### src/sv/uwbfp_pkg.sv
`timescale 1ns / 1ps
package uwbfp_pkg;

	localparam int ANCHOR_SLOTS = 8;
	localparam int SLOT_W       = (ANCHOR_SLOTS > 1) ? $clog2(ANCHOR_SLOTS) : 1;

	localparam logic [7:0] SYNC1_BYTE    = 8'h57;
	localparam logic [7:0] SYNC2_BYTE    = 8'h58;
	localparam logic [7:0] POS_TYPE1     = 8'h40;
	localparam logic [7:0] POS_TYPE2     = 8'h0C;
	localparam logic [7:0] ANC_TYPE1     = 8'h10;
	localparam logic [7:0] ANC_TYPE2     = 8'h20;

	localparam logic [5:0] POS_FRAME_LEN = 6'd18;
	localparam logic [5:0] ANC_FRAME_LEN = 6'd38;
	localparam logic [5:0] POS_SUM_END   = POS_FRAME_LEN - 6'd2;
	localparam logic [5:0] ANC_SUM_END   = ANC_FRAME_LEN - 6'd2;
	localparam logic [5:0] BODY_FIRST    = 6'd4;

	localparam logic [5:0] POS_FIELD_FIRST = 6'd8;
	localparam logic [5:0] POS_FIELD_LAST  = 6'd13;
	localparam logic [5:0] ANC_ID_LO       = 6'd14;
	localparam logic [5:0] ANC_ID_HI       = 6'd15;
	localparam logic [5:0] ANC_RANGE_LO    = 6'd22;
	localparam logic [5:0] ANC_RANGE_HI    = 6'd23;

	localparam logic [15:0] MAX_JUMP_RESET = 16'd10;

	typedef logic [SLOT_W-1:0] slot_t;

	typedef enum logic [1:0] {
		KIND_POS     = 2'd0,
		KIND_ANCHOR  = 2'd1,
		KIND_CHK_ERR = 2'd2,
		KIND_FULL    = 2'd3
	} kind_t;

	typedef enum logic [2:0] {
		ST_HUNT,
		ST_SYNC2,
		ST_TYPE1,
		ST_TYPE2,
		ST_BODY,
		ST_CHECK,
		ST_JUMP
	} state_t;

	typedef struct packed {
		logic set_kind;
		logic kind_anchor;
		logic start_frame;
		logic body_sum;
		logic body_low;
		logic body_hi;
		logic load_sq;
		logic emit_err;
		logic emit_pos;
		logic emit_anc;
	} cmd_t;

	typedef struct packed {
		logic is_sync1;
		logic is_sync2;
		logic is_pos_type1;
		logic is_pos_type2;
		logic is_anc_type1;
		logic is_anc_type2;
		logic anchor;
		logic sum_byte;
		logic low_byte;
		logic chk_ok;
	} status_t;

	function automatic logic [2:0] slot_out(slot_t s);
		return 3'(s);
	endfunction

endpackage

### src/sv/uwbfp_if.sv
`timescale 1ns / 1ps
interface uwbfp_in_if;
	logic       valid;
	logic       ready;
	logic [7:0] rx_byte;

	modport source(output valid, rx_byte, input ready);
	modport sink(input valid, rx_byte, output ready);
endinterface

interface uwbfp_out_if;
	logic               valid;
	logic               ready;
	logic [1:0]         kind;
	logic signed [15:0] pos_x_cm;
	logic signed [15:0] pos_y_cm;
	logic signed [15:0] pos_z_cm;
	logic               jump_ok;
	logic [2:0]         anchor_slot;
	logic [15:0]        anchor_ident;
	logic signed [15:0] anchor_range_cm;

	modport source(output valid, kind, pos_x_cm, pos_y_cm, pos_z_cm, jump_ok,
		anchor_slot, anchor_ident, anchor_range_cm, input ready);
	modport sink(input valid, kind, pos_x_cm, pos_y_cm, pos_z_cm, jump_ok,
		anchor_slot, anchor_ident, anchor_range_cm, output ready);
endinterface

### src/sv/uwbfp_ctrl.sv
`timescale 1ns / 1ps
module uwbfp_ctrl (
	input  logic              clk,
	input  logic              arst_n,
	input  logic              in_valid,
	output logic              in_ready,
	output logic              out_valid,
	input  logic              out_ready,
	input  uwbfp_pkg::status_t st,
	output uwbfp_pkg::cmd_t   cmd
);
	import uwbfp_pkg::*;

	state_t state_q, state_nxt;
	logic   out_valid_q;
	logic   accept;
	logic   out_free;
	logic   restart_sync;

	assign in_ready     = (state_q != ST_CHECK) && (state_q != ST_JUMP);
	assign accept       = in_valid && in_ready;
	assign out_free     = !out_valid_q || out_ready;
	assign restart_sync = st.is_sync1;
	assign out_valid    = out_valid_q;

	always_comb begin
		state_nxt = state_q;
		unique case (state_q)
			ST_HUNT: begin
				if (accept) state_nxt = restart_sync ? ST_SYNC2 : ST_HUNT;
			end
			ST_SYNC2: begin
				if (accept) begin
					if (st.is_sync2) state_nxt = ST_TYPE1;
					else state_nxt = restart_sync ? ST_SYNC2 : ST_HUNT;
				end
			end
			ST_TYPE1: begin
				if (accept) begin
					if (st.is_pos_type1 || st.is_anc_type1) state_nxt = ST_TYPE2;
					else state_nxt = restart_sync ? ST_SYNC2 : ST_HUNT;
				end
			end
			ST_TYPE2: begin
				if (accept) begin
					if (st.anchor ? st.is_anc_type2 : st.is_pos_type2) state_nxt = ST_BODY;
					else state_nxt = restart_sync ? ST_SYNC2 : ST_HUNT;
				end
			end
			ST_BODY: begin
				if (accept && !st.sum_byte && !st.low_byte) state_nxt = ST_CHECK;
			end
			ST_CHECK: begin
				if (st.chk_ok && !st.anchor) state_nxt = ST_JUMP;
				else if (out_free) state_nxt = ST_HUNT;
			end
			ST_JUMP: begin
				if (out_free) state_nxt = ST_HUNT;
			end
			default: state_nxt = ST_HUNT;
		endcase
	end

	always_comb begin
		cmd = '0;
		unique case (state_q)
			ST_HUNT, ST_SYNC2: ;
			ST_TYPE1: begin
				cmd.set_kind    = accept && (st.is_pos_type1 || st.is_anc_type1);
				cmd.kind_anchor = st.is_anc_type1;
			end
			ST_TYPE2: begin
				cmd.start_frame = accept && (st.anchor ? st.is_anc_type2 : st.is_pos_type2);
			end
			ST_BODY: begin
				cmd.body_sum = accept && st.sum_byte;
				cmd.body_low = accept && st.low_byte;
				cmd.body_hi  = accept && !st.sum_byte && !st.low_byte;
			end
			ST_CHECK: begin
				cmd.load_sq  = st.chk_ok && !st.anchor;
				cmd.emit_err = out_free && !st.chk_ok;
				cmd.emit_anc = out_free && st.chk_ok && st.anchor;
			end
			ST_JUMP: begin
				cmd.emit_pos = out_free;
			end
			default: ;
		endcase
	end

	always_ff @(posedge clk or negedge arst_n) begin
		if (!arst_n) begin
			state_q     <= ST_HUNT;
			out_valid_q <= 1'b0;
		end else begin
			state_q <= state_nxt;
			if (cmd.emit_err || cmd.emit_pos || cmd.emit_anc) out_valid_q <= 1'b1;
			else if (out_ready) out_valid_q <= 1'b0;
		end
	end

endmodule

### src/sv/uwbfp_dp.sv
`timescale 1ns / 1ps
module uwbfp_dp (
	input  logic               clk,
	input  logic               arst_n,
	input  logic [7:0]         rx_byte,
	input  logic               cfg_wr_en,
	input  logic [15:0]        cfg_wr_data,
	input  uwbfp_pkg::cmd_t    cmd,
	output uwbfp_pkg::status_t st,
	output logic [1:0]         kind,
	output logic signed [15:0] pos_x_cm,
	output logic signed [15:0] pos_y_cm,
	output logic signed [15:0] pos_z_cm,
	output logic               jump_ok,
	output logic [2:0]         anchor_slot,
	output logic [15:0]        anchor_ident,
	output logic signed [15:0] anchor_range_cm
);
	import uwbfp_pkg::*;

	logic        anchor_q;
	logic [5:0]  idx_q;
	logic [15:0] sum_q;
	logic [7:0]  sum_lo_q;
	logic [7:0]  chk_hi_q;
	logic [15:0] hold_q [3];
	logic [15:0] prev_x_q;
	logic [15:0] prev_y_q;
	logic        seen_q;
	logic [15:0] ids_q [ANCHOR_SLOTS];
	logic [15:0] max_jump_q;

	logic [31:0] dx_sq_q;
	logic [31:0] dy_sq_q;
	logic [31:0] thr_sq_q;

	logic [1:0]         kind_q;
	logic signed [15:0] px_q, py_q, pz_q, range_q;
	logic               jump_q;
	logic [2:0]         slot_q;
	logic [15:0]        ident_q;

	logic [5:0]         sum_end;
	logic [5:0]         pos_off;
	logic [2:0]         hold_we;
	logic [15:0]        start_sum;
	logic signed [16:0] dx, dy;
	logic signed [33:0] dx_sq, dy_sq;
	logic [31:0]        thr_sq;
	logic [32:0]        dist_sq;
	logic               jump_now;
	logic               hit;
	slot_t              hit_slot;

	assign sum_end = anchor_q ? ANC_SUM_END : POS_SUM_END;
	assign pos_off = idx_q - POS_FIELD_FIRST;

	assign st.is_sync1     = (rx_byte == SYNC1_BYTE);
	assign st.is_sync2     = (rx_byte == SYNC2_BYTE);
	assign st.is_pos_type1 = (rx_byte == POS_TYPE1);
	assign st.is_pos_type2 = (rx_byte == POS_TYPE2);
	assign st.is_anc_type1 = (rx_byte == ANC_TYPE1);
	assign st.is_anc_type2 = (rx_byte == ANC_TYPE2);
	assign st.anchor       = anchor_q;
	assign st.sum_byte     = (idx_q < sum_end);
	assign st.low_byte     = (idx_q == sum_end);
	assign st.chk_ok       = ({chk_hi_q, sum_lo_q} == sum_q);

	always_comb begin
		hold_we = 3'b000;
		if (cmd.body_sum) begin
			if (!anchor_q) begin
				if (idx_q >= POS_FIELD_FIRST && idx_q <= POS_FIELD_LAST) begin
					unique case (pos_off[2:1])
						2'd0:    hold_we = 3'b001;
						2'd1:    hold_we = 3'b010;
						default: hold_we = 3'b100;
					endcase
				end
			end else if (idx_q == ANC_ID_LO || idx_q == ANC_ID_HI) begin
				hold_we = 3'b001;
			end else if (idx_q == ANC_RANGE_LO || idx_q == ANC_RANGE_HI) begin
				hold_we = 3'b010;
			end
		end
	end

	assign start_sum = 16'(SYNC1_BYTE) + 16'(SYNC2_BYTE)
		+ (anchor_q ? 16'(ANC_TYPE1) : 16'(POS_TYPE1)) + 16'(rx_byte);

	assign dx     = {hold_q[0][15], hold_q[0]} - {prev_x_q[15], prev_x_q};
	assign dy     = {hold_q[1][15], hold_q[1]} - {prev_y_q[15], prev_y_q};
	assign dx_sq  = dx * dx;
	assign dy_sq  = dy * dy;
	assign thr_sq = max_jump_q * max_jump_q;

	assign dist_sq  = {1'b0, dx_sq_q} + {1'b0, dy_sq_q};
	assign jump_now = seen_q && (dist_sq <= {1'b0, thr_sq_q});

	always_comb begin
		hit      = 1'b0;
		hit_slot = '0;
		for (int k = 0; k < ANCHOR_SLOTS; k++) begin
			if (!hit && (ids_q[k] == hold_q[0] || ids_q[k] == 16'd0)) begin
				hit      = 1'b1;
				hit_slot = SLOT_W'(k);
			end
		end
	end

	always_ff @(posedge clk or negedge arst_n) begin
		if (!arst_n) begin
			anchor_q   <= 1'b0;
			idx_q      <= '0;
			sum_q      <= '0;
			sum_lo_q   <= '0;
			chk_hi_q   <= '0;
			hold_q     <= '{default: '0};
			prev_x_q   <= '0;
			prev_y_q   <= '0;
			seen_q     <= 1'b0;
			ids_q      <= '{default: '0};
			max_jump_q <= MAX_JUMP_RESET;
		end else begin
			if (cfg_wr_en) max_jump_q <= cfg_wr_data;
			if (cmd.set_kind) anchor_q <= cmd.kind_anchor;
			if (cmd.start_frame) begin
				sum_q  <= start_sum;
				idx_q  <= BODY_FIRST;
				hold_q <= '{default: '0};
			end
			if (cmd.body_sum) begin
				sum_q <= sum_q + 16'(rx_byte);
				idx_q <= idx_q + 6'd1;
				for (int h = 0; h < 3; h++) begin
					if (hold_we[h]) begin
						if (idx_q[0]) hold_q[h][15:8] <= rx_byte;
						else hold_q[h][7:0] <= rx_byte;
					end
				end
			end
			if (cmd.body_low) begin
				sum_lo_q <= rx_byte;
				idx_q    <= idx_q + 6'd1;
			end
			if (cmd.body_hi) chk_hi_q <= rx_byte;
			if (cmd.emit_pos) begin
				seen_q   <= 1'b1;
				prev_x_q <= hold_q[0];
				prev_y_q <= hold_q[1];
			end
			if (cmd.emit_anc && hit) ids_q[hit_slot] <= hold_q[0];
		end
	end

	always_ff @(posedge clk) begin
		if (cmd.load_sq) begin
			dx_sq_q  <= 32'(dx_sq);
			dy_sq_q  <= 32'(dy_sq);
			thr_sq_q <= thr_sq;
		end
		if (cmd.emit_pos) begin
			kind_q  <= KIND_POS;
			px_q    <= hold_q[0];
			py_q    <= hold_q[1];
			pz_q    <= hold_q[2];
			jump_q  <= jump_now;
			slot_q  <= '0;
			ident_q <= '0;
			range_q <= '0;
		end else if (cmd.emit_anc) begin
			kind_q  <= hit ? KIND_ANCHOR : KIND_FULL;
			px_q    <= '0;
			py_q    <= '0;
			pz_q    <= '0;
			jump_q  <= 1'b0;
			slot_q  <= hit ? slot_out(hit_slot) : 3'd0;
			ident_q <= hold_q[0];
			range_q <= hold_q[1];
		end else if (cmd.emit_err) begin
			kind_q  <= KIND_CHK_ERR;
			px_q    <= '0;
			py_q    <= '0;
			pz_q    <= '0;
			jump_q  <= 1'b0;
			slot_q  <= '0;
			ident_q <= '0;
			range_q <= '0;
		end
	end

	assign kind            = kind_q;
	assign pos_x_cm        = px_q;
	assign pos_y_cm        = py_q;
	assign pos_z_cm        = pz_q;
	assign jump_ok         = jump_q;
	assign anchor_slot     = slot_q;
	assign anchor_ident    = ident_q;
	assign anchor_range_cm = range_q;

endmodule

### src/sv/uwb_frame_parser_top.sv
`timescale 1ns / 1ps
// Serial frame parser: takes one byte per cycle while hunting for the 57 58 header and
// through the frame body. After the final checksum byte the input stalls in the check state
// (checksum error or anchor frame: anchor table match in parallel) or in the check state
// and then the jump state (position frame: squaring stage, then sum and compare against
// the squared threshold), and longer if the previous result still sits unread in the
// output register. max_jump_cm must be written only while no frame is in progress; the
// block itself does not enforce this.
module uwb_frame_parser_top (
	input  logic        clk,
	input  logic        arst_n,
	input  logic        cfg_wr_en,
	input  logic [15:0] cfg_wr_data,
	uwbfp_in_if.sink    rx,
	uwbfp_out_if.source res
);
	import uwbfp_pkg::*;

	cmd_t    cmd;
	status_t st;

	uwbfp_ctrl u_ctrl (
		.clk       (clk),
		.arst_n    (arst_n),
		.in_valid  (rx.valid),
		.in_ready  (rx.ready),
		.out_valid (res.valid),
		.out_ready (res.ready),
		.st        (st),
		.cmd       (cmd)
	);

	uwbfp_dp u_dp (
		.clk             (clk),
		.arst_n          (arst_n),
		.rx_byte         (rx.rx_byte),
		.cfg_wr_en       (cfg_wr_en),
		.cfg_wr_data     (cfg_wr_data),
		.cmd             (cmd),
		.st              (st),
		.kind            (res.kind),
		.pos_x_cm        (res.pos_x_cm),
		.pos_y_cm        (res.pos_y_cm),
		.pos_z_cm        (res.pos_z_cm),
		.jump_ok         (res.jump_ok),
		.anchor_slot     (res.anchor_slot),
		.anchor_ident    (res.anchor_ident),
		.anchor_range_cm (res.anchor_range_cm)
	);

endmodule

### src/flat_wrapper.sv
// flat-port wrapper written by rule: the top's interface ports become plain ports
module uwb_frame_parser_top_flat import uwbfp_pkg::*;
  (clk, arst_n, cfg_wr_en, cfg_wr_data, rx_valid, rx_rx_byte, rx_ready, res_valid, res_kind, res_pos_x_cm, res_pos_y_cm, res_pos_z_cm, res_jump_ok, res_anchor_slot, res_anchor_ident, res_anchor_range_cm, res_ready);
  uwbfp_in_if rx_i ();
  uwbfp_out_if res_i ();
  input  logic clk;
  input  logic arst_n;
  input  logic cfg_wr_en;
  input  logic [15:0] cfg_wr_data;
  input wire logic [$bits(rx_i.valid)-1:0] rx_valid;
  input wire logic [$bits(rx_i.rx_byte)-1:0] rx_rx_byte;
  output wire logic [$bits(rx_i.ready)-1:0] rx_ready;
  output wire logic [$bits(res_i.valid)-1:0] res_valid;
  output wire logic [$bits(res_i.kind)-1:0] res_kind;
  output wire logic [$bits(res_i.pos_x_cm)-1:0] res_pos_x_cm;
  output wire logic [$bits(res_i.pos_y_cm)-1:0] res_pos_y_cm;
  output wire logic [$bits(res_i.pos_z_cm)-1:0] res_pos_z_cm;
  output wire logic [$bits(res_i.jump_ok)-1:0] res_jump_ok;
  output wire logic [$bits(res_i.anchor_slot)-1:0] res_anchor_slot;
  output wire logic [$bits(res_i.anchor_ident)-1:0] res_anchor_ident;
  output wire logic [$bits(res_i.anchor_range_cm)-1:0] res_anchor_range_cm;
  input wire logic [$bits(res_i.ready)-1:0] res_ready;
  assign rx_i.valid = rx_valid;
  assign rx_i.rx_byte = rx_rx_byte;
  assign rx_ready = rx_i.ready;
  assign res_valid = res_i.valid;
  assign res_kind = res_i.kind;
  assign res_pos_x_cm = res_i.pos_x_cm;
  assign res_pos_y_cm = res_i.pos_y_cm;
  assign res_pos_z_cm = res_i.pos_z_cm;
  assign res_jump_ok = res_i.jump_ok;
  assign res_anchor_slot = res_i.anchor_slot;
  assign res_anchor_ident = res_i.anchor_ident;
  assign res_anchor_range_cm = res_i.anchor_range_cm;
  assign res_i.ready = res_ready;
  uwb_frame_parser_top u_core (.clk(clk), .arst_n(arst_n), .cfg_wr_en(cfg_wr_en), .cfg_wr_data(cfg_wr_data), .rx(rx_i), .res(res_i));
endmodule
### config.mk
export PLATFORM = sky130hd
export DESIGN_NAME = uwb_frame_parser_top_flat
export DESIGN_NICKNAME = d
export VERILOG_FILES = /design/src/sv/uwbfp_pkg.sv /design/src/sv/uwbfp_if.sv /design/src/sv/uwbfp_ctrl.sv /design/src/sv/uwbfp_dp.sv /design/src/sv/uwb_frame_parser_top.sv /design/src/flat_wrapper.sv
export SDC_FILE = /design/constraint.sdc
export NUM_CORES = 2
export LEC_CHECK = 0
export BUFFER_PORTS_ARGS = -buffer_cell sky130_fd_sc_hd__buf_2
export CAP_MARGIN = 10
export CORE_MARGIN = 4
export CORE_UTILIZATION = 30
export DETAILED_ROUTE_END_ITERATION = 8
export PLACE_DENSITY = 0.56
export SYNTH_ARGS = -nofsm -noshare
export SYNTH_HDL_FRONTEND = slang
export SYNTH_SLANG_ARGS = --single-unit
### constraint.sdc
create_clock -name clk -period 13 [get_ports clk]
set_input_delay 0.65 -clock clk [delete_from_list [all_inputs] [get_ports clk]]
set_output_delay 0.65 -clock clk [all_outputs]
set_load 0.05 [all_outputs]
# == Word-level counts from Yosys, hierarchy flattened ==
# Index checks and enable logic that the tools add are counted.
# op_classes
n_addsub,8
n_mul,3
n_div,0
magnitude_cmp,6
n_eq_ne,34
n_shift,0
muxes,79
bitwise,1
reduce_logical,65
# ops
op,count
two-way mux 16 bit,13
equality test 16 bit,9
bitwise mux 128 bit,1
zero test 16 bit,8
two-way mux 48 bit,2
multiplier 17 x 17 -> 32 bit,2
two-way mux 3 bit,21
demux 16 bit (select 3 bit),1
two-way mux 8 bit,6
subtractor 16 x 16 -> 17 bit,2
adder 32 x 32 -> 33 bit,1
less-or-equal comparator 33 x 32 -> 1 bit,1
multiplier 16 x 16 -> 32 bit,1
"equality test 8 x 7 -> 1 bit, second input constant",3
two-way mux 6 bit,4
logical AND 1 bit,23
case mux 3 bit (7 select lines),1
two-way mux 1 bit,19
two-way mux 2 bit,9
adder 16 x 8 -> 16 bit,1
logical OR 1 bit,14
"equality test 6 x 4 -> 1 bit, second input constant",2
"equality test 6 x 5 -> 1 bit, second input constant",2
zero test 1 bit,12
other kinds (27),38
# word_totals
regBits,450
latch_bits,0
mem_bits_rw,0
romBits,0
inputBits,29
out_inout_bits,88
elab_cells,229
mem_count,0

# == Longest topological paths before layout ==
# depth
depth_word,30
mapped_depth,36
depth_no_buf,35

# == Cells and area by module ==
# A second synthesis with hierarchy kept.
# hier_totals
cells_unflattened,4830
hier_area_um2,48311.3
# by_module_without_submodules
mod,instances,cells_each,area_per_inst_um2,seq_area_each_um2
uwbfp_dp,1,4778,47907.2,11613.6
uwbfp_ctrl,1,52,404.1,100.1

# == Worst setup path before layout ==
# No wires, ideal clock.
# synth_timing
path_type,flip-flop to flip-flop
from,register u_core.u_dp.hold_q[33] (netlist bit)
to,register u_core.u_dp.dx_sq_q[31] (data pin)
setup_time_ns,0.259
arrival_time_ns,7.953
required_ns,12.741
slack_ns,4.788
path_stages_with_launch,35
n_path_buf,3
synth_period_minus_slack_ns,8.212
cell_sequence,dfrtp_1 buf_4 clkbuf_1 inv_1 fa_1 nor2b_1 o31a_1 o22ai_1 o21ai_0 a31oi_1 nand2b_1 a31o_2 clkbuf_1 nand2_1 inv_1 fa_1 inv_1 fa_1 inv_1 fa_1 inv_1 fa_1 fa_1 fa_1 inv_1 ha_1 a21o_1 a221oi_1 nor2_1 a211oi_1 a311o_1 o21a_1 o21ai_0 a21oi_1 xnor2_1
# synth_via
elab_chain_len,2
# synth_rtl
item,line_no,source
start: declaration,uwbfp_dp.sv:26,logic [15:0] hold_q [3];
start signal: indexed assignment,uwbfp_dp.sv:137,if (idx_q[0]) hold_q[h][15:8] <= rx_byte;
start signal: indexed assignment,uwbfp_dp.sv:138,else hold_q[h][7:0] <= rx_byte;
subtractor 16 x 16 -> 17 bit,uwbfp_dp.sv:91,"assign dx = {hold_q[0][15], hold_q[0]} - {prev_x_q[15], prev_x_q};"
multiplier 17 x 17 -> 32 bit,uwbfp_dp.sv:93,assign dx_sq = dx * dx;
via u_core.u_dp.dx_sq[31],uwbfp_dp.sv:48,"logic signed [33:0] dx_sq, dy_sq;"
end signal: assignment,uwbfp_dp.sv:158,dx_sq_q <= 32'(dx_sq);
end: declaration,uwbfp_dp.sv:33,logic [31:0] dx_sq_q;
# The timed path passes the listed nets, and every way through them passes these cells.
# A chain may end at the register's enable or synchronous reset.

# == Worst setup path after layout ==
# Same ends and word-level chain as after synthesis.

==> metrics.txt <==
Antenna Violating Nets Remaining 0; count of final setup violators 0; Post-synth EDFFs between 100 and 150; Initial Util a little under a third; max_cap viols 0; antenna violations before repair 0; Synth Flop Type dfrtp_1; Yosys warnings 0; Final TNS setup 0 ns; maximum clock path buffer count 3; Tot Pwr roughly 6200 uW; GPL Wtd Cong slightly below 0.9; share of layout cells above drive strength 1 8.612%; Critical Path Max Stage Delay between 0.9 and 1 ns; mapped cell area around 48000 um2; Synth area leader fa_1; Reg2Reg Setup Slack around 3.3 ns; Worst Hold Class input port to asynchronous set/reset pin; Critical Path RT 13.37 ns; Mean Syn Cell Area 10.08 um2; worst setup path startpoint u_core.u_dp.hold_q[33]; Leakage 0.02684 uW; first-pass GRT wire length 192900 um; hold buffers post-CTS 0; post-CTS setup buffers 0; Setup Crit Path Kind flop to flop; area share of the largest cell type after synthesis 28.75%; Hold Vio Cnt, Final 0; post-DP HPWL roughly 92000 um; Crit Reg-Reg Startpoint u_core.u_dp.hold_q[33]; I/O pin total between 100 and 150; dpl cells slightly below 7000; final worst-path cycle share between 70 and 80%; Sink Count between 400 and 500; Crit Path Max Fanout 19; # rows between 100 and 150; clk_lat worst skew ~0.62 ns; wire per inst around 17 um; peak supply drop 0.2885 mV; Design Area, Final approximately 52000 um2; most area-consuming cells after synthesis fa_1 (29%), dfrtp_1 (14%), ha_1 (9.5%); root buffer cell clkbuf_16; chip height ~400 um; drc violations 0; startpoint type of the worst setup path flop; Layout Cells excl Fill between 6000 and 7000; drt via density between 4 and 5; Max Fclk 102.9 MHz; P&R area growth vs syn 9.553%; syn_nets between 5000 and 6000; Post-CTS Resized 0; skew final 0.01427 ns; largest net degree at the start of global routing 86; Power Density 119.1 nW/um2; drt first pass iters 5; Global Route Usage Sum 14.68%; vias in the first global route roughly 35000; fin. max-slew vios 0; fill cell count between 15000 and 20000; die area 165200 um2; final WL 118500 um; Distinct cells, synth slightly above 90; reg2reg end u_core.u_dp.dx_sq_q[31]; total number of vias between 30000 and 40000; gr ovfl total 0; Critical Path Most Common Cell fa_1; antenna cell count 0; sequential share of the synthesized area 24.60%; r2r worst-path depth 30; Die X around 410 um; final worst path period need 9.722 ns; total CTS buffers between 40 and 50; crit path DAT 10.09 ns; Post-DP Area 50550 um2; outcome complete, no violations; nets approximately 5900; endpoint class of the critical path flop; port buffer count approximately 120; initial detailed-routing violation count about 1800; CTS tree yes; core area roughly 160000 um2; Seq cells post-synth about 450; Slowest cell on crit path xor2_1; H-tree Lvls 2; Post-Syn Instances about 4700; Slew Limit Headroom ~13%; RSZ-0062 raised after global routing no; Async SR Flop Fraction roughly 60%; Reg clk slew, reported paths roughly 0.060 ns; Slew @ Worst Pin ~1.3 ns
[stage by stage]
step | hold WS (ns) | setup WS (ns) | util [%]
final | 0.03086 | 3.278 | 33.25
after global routing | 0.05939 | 2.653 | 33.25
after CTS | 0.02959 | 3.329 | 33.25
after detailed placement | 0.4499 | 3.364 | 32.21
after global placement | 0.4412 | 3.666 | 32.21
after floorplan | 0.3544 | 4.788 | -
[critical path, delay by kind of cell (launching register included)]
family,cells,cell delay (ns)
adders and majority gates,8,3.39
xor gates and xnor gates,2,1.08
AOI/OAI and AO/OA,13,2.94
DFF,1,0.36
and+or+nand+nor,3,0.58
buffers and inverters,4,1.13
[power breakdown]
group / switching (uW) / internal [uW] / total, uW
Sequential: 30.8 / 1630 / 1660
Clock: 625 / 799 / 1420
Combinational: 1790 / 1340 / 3130
Total: 2440 / 3770 / 6210
[routing by layer]
metal | wire length [um] | global-route usage (%) | vias up
li1 | - | - | 15130
met1 | 52530 | 19.59 | 16450
met2 | 57130 | 25.14 | 675
met3 | 6542 | 2.470 | 128
met4 | 2290 | 2.949 | 0
met5 | 0 | 0 | -
[cell usage after synthesis (all sizes together) (43+ instances only)]
cell,count
clkbuf,96
xor2,162
inv,979
o21bai,48
mux2,134
o21ai,160
buf,46
xnor2,164
nand3,80
nor2,267
nor4,75
nand2,338
ha,363
a21oi,119
nor3,43
edfxtp,142
and2,120
dfrtp,266
fa,684
a21o,70
[sequential cells by signal (all words and copies together) (netlist names), 2 cells and up]
| register | cells |
|---|---|
| u_core.u_dp.ids_q | 128 |
| u_core.u_dp.hold_q | 48 |
| u_core.u_dp.dx_sq_q | 31 |
| u_core.u_dp.dy_sq_q | 31 |
| u_core.u_dp.thr_sq_q | 31 |
| u_core.u_dp.anchor_ident | 16 |
| u_core.u_dp.anchor_range_cm | 16 |
| u_core.u_dp.max_jump_q | 16 |
| u_core.u_dp.pos_x_cm | 16 |
| u_core.u_dp.pos_y_cm | 16 |
| u_core.u_dp.pos_z_cm | 16 |
| u_core.u_dp.prev_x_q | 16 |
| u_core.u_dp.prev_y_q | 16 |
| u_core.u_dp.sum_q | 16 |
| u_core.u_dp.chk_hi_q | 8 |
| u_core.u_dp.sum_lo_q | 8 |
| u_core.u_dp.idx_q | 6 |
| u_core.u_ctrl.state_q | 3 |
| u_core.u_dp.anchor_slot | 3 |
| u_core.u_dp.kind | 2 |
[area by class of cell]
cell class | instances | area, um2 | share of cell area (%)
Clock buffer | 73 | 1406 | 2.696
Clock inverter | 19 | 219.0 | 0.4197
Tap cell | 2058 | 2575 | 4.935
Sequential cell | 447 | 11710 | 22.45
Inverter | 992 | 3724 | 7.137
Timing Repair Buffer | 169 | 988.4 | 1.895
Multi-Input combinational cell | 3142 | 31550 | 60.47
[worst max path at each step]
stage	endpoint	slack, ns	cells after the start
final	u_core.u_dp.dx_sq_q[31]	3.28	30
after floorplan	u_core.u_dp.dx_sq_q[31]	4.79	34
after global placement	u_core.u_dp.dx_sq_q[31]	3.67	30
after CTS	u_core.u_dp.dx_sq_q[31]	3.33	30
after detailed placement	u_core.u_dp.dx_sq_q[31]	3.36	30
after global routing	u_core.u_dp.dx_sq_q[31]	2.65	30
[layout by cell type (no fill, tap or decap), types with 114 or more instances in the layout]
| master | n |
|---|---|
| inv_1 | 974 |
| fa_1 | 684 |
| ha_1 | 363 |
| nand2_1 | 338 |
| dfrtp_1 | 266 |
| nor2_1 | 265 |
| xnor2_1 | 164 |
| xor2_1 | 161 |
| o21ai_0 | 156 |
| edfxtp_1 | 142 |
| and2_1 | 119 |
| a21oi_1 | 117 |
| buf_2 | 115 |
| mux2_2 | 114 |
[cells by family after synthesis]
group	after synthesis	share of synthesized area [%]
xor+xnor	326	5.995
fa+ha+maj	1047	38.29
mux	142	3.494
flops	447	24.60
compound gates	556	7.667
buf+inv	1134	9.256
simple gates	1071	10.70
Power figures use the tool's default switching activity.
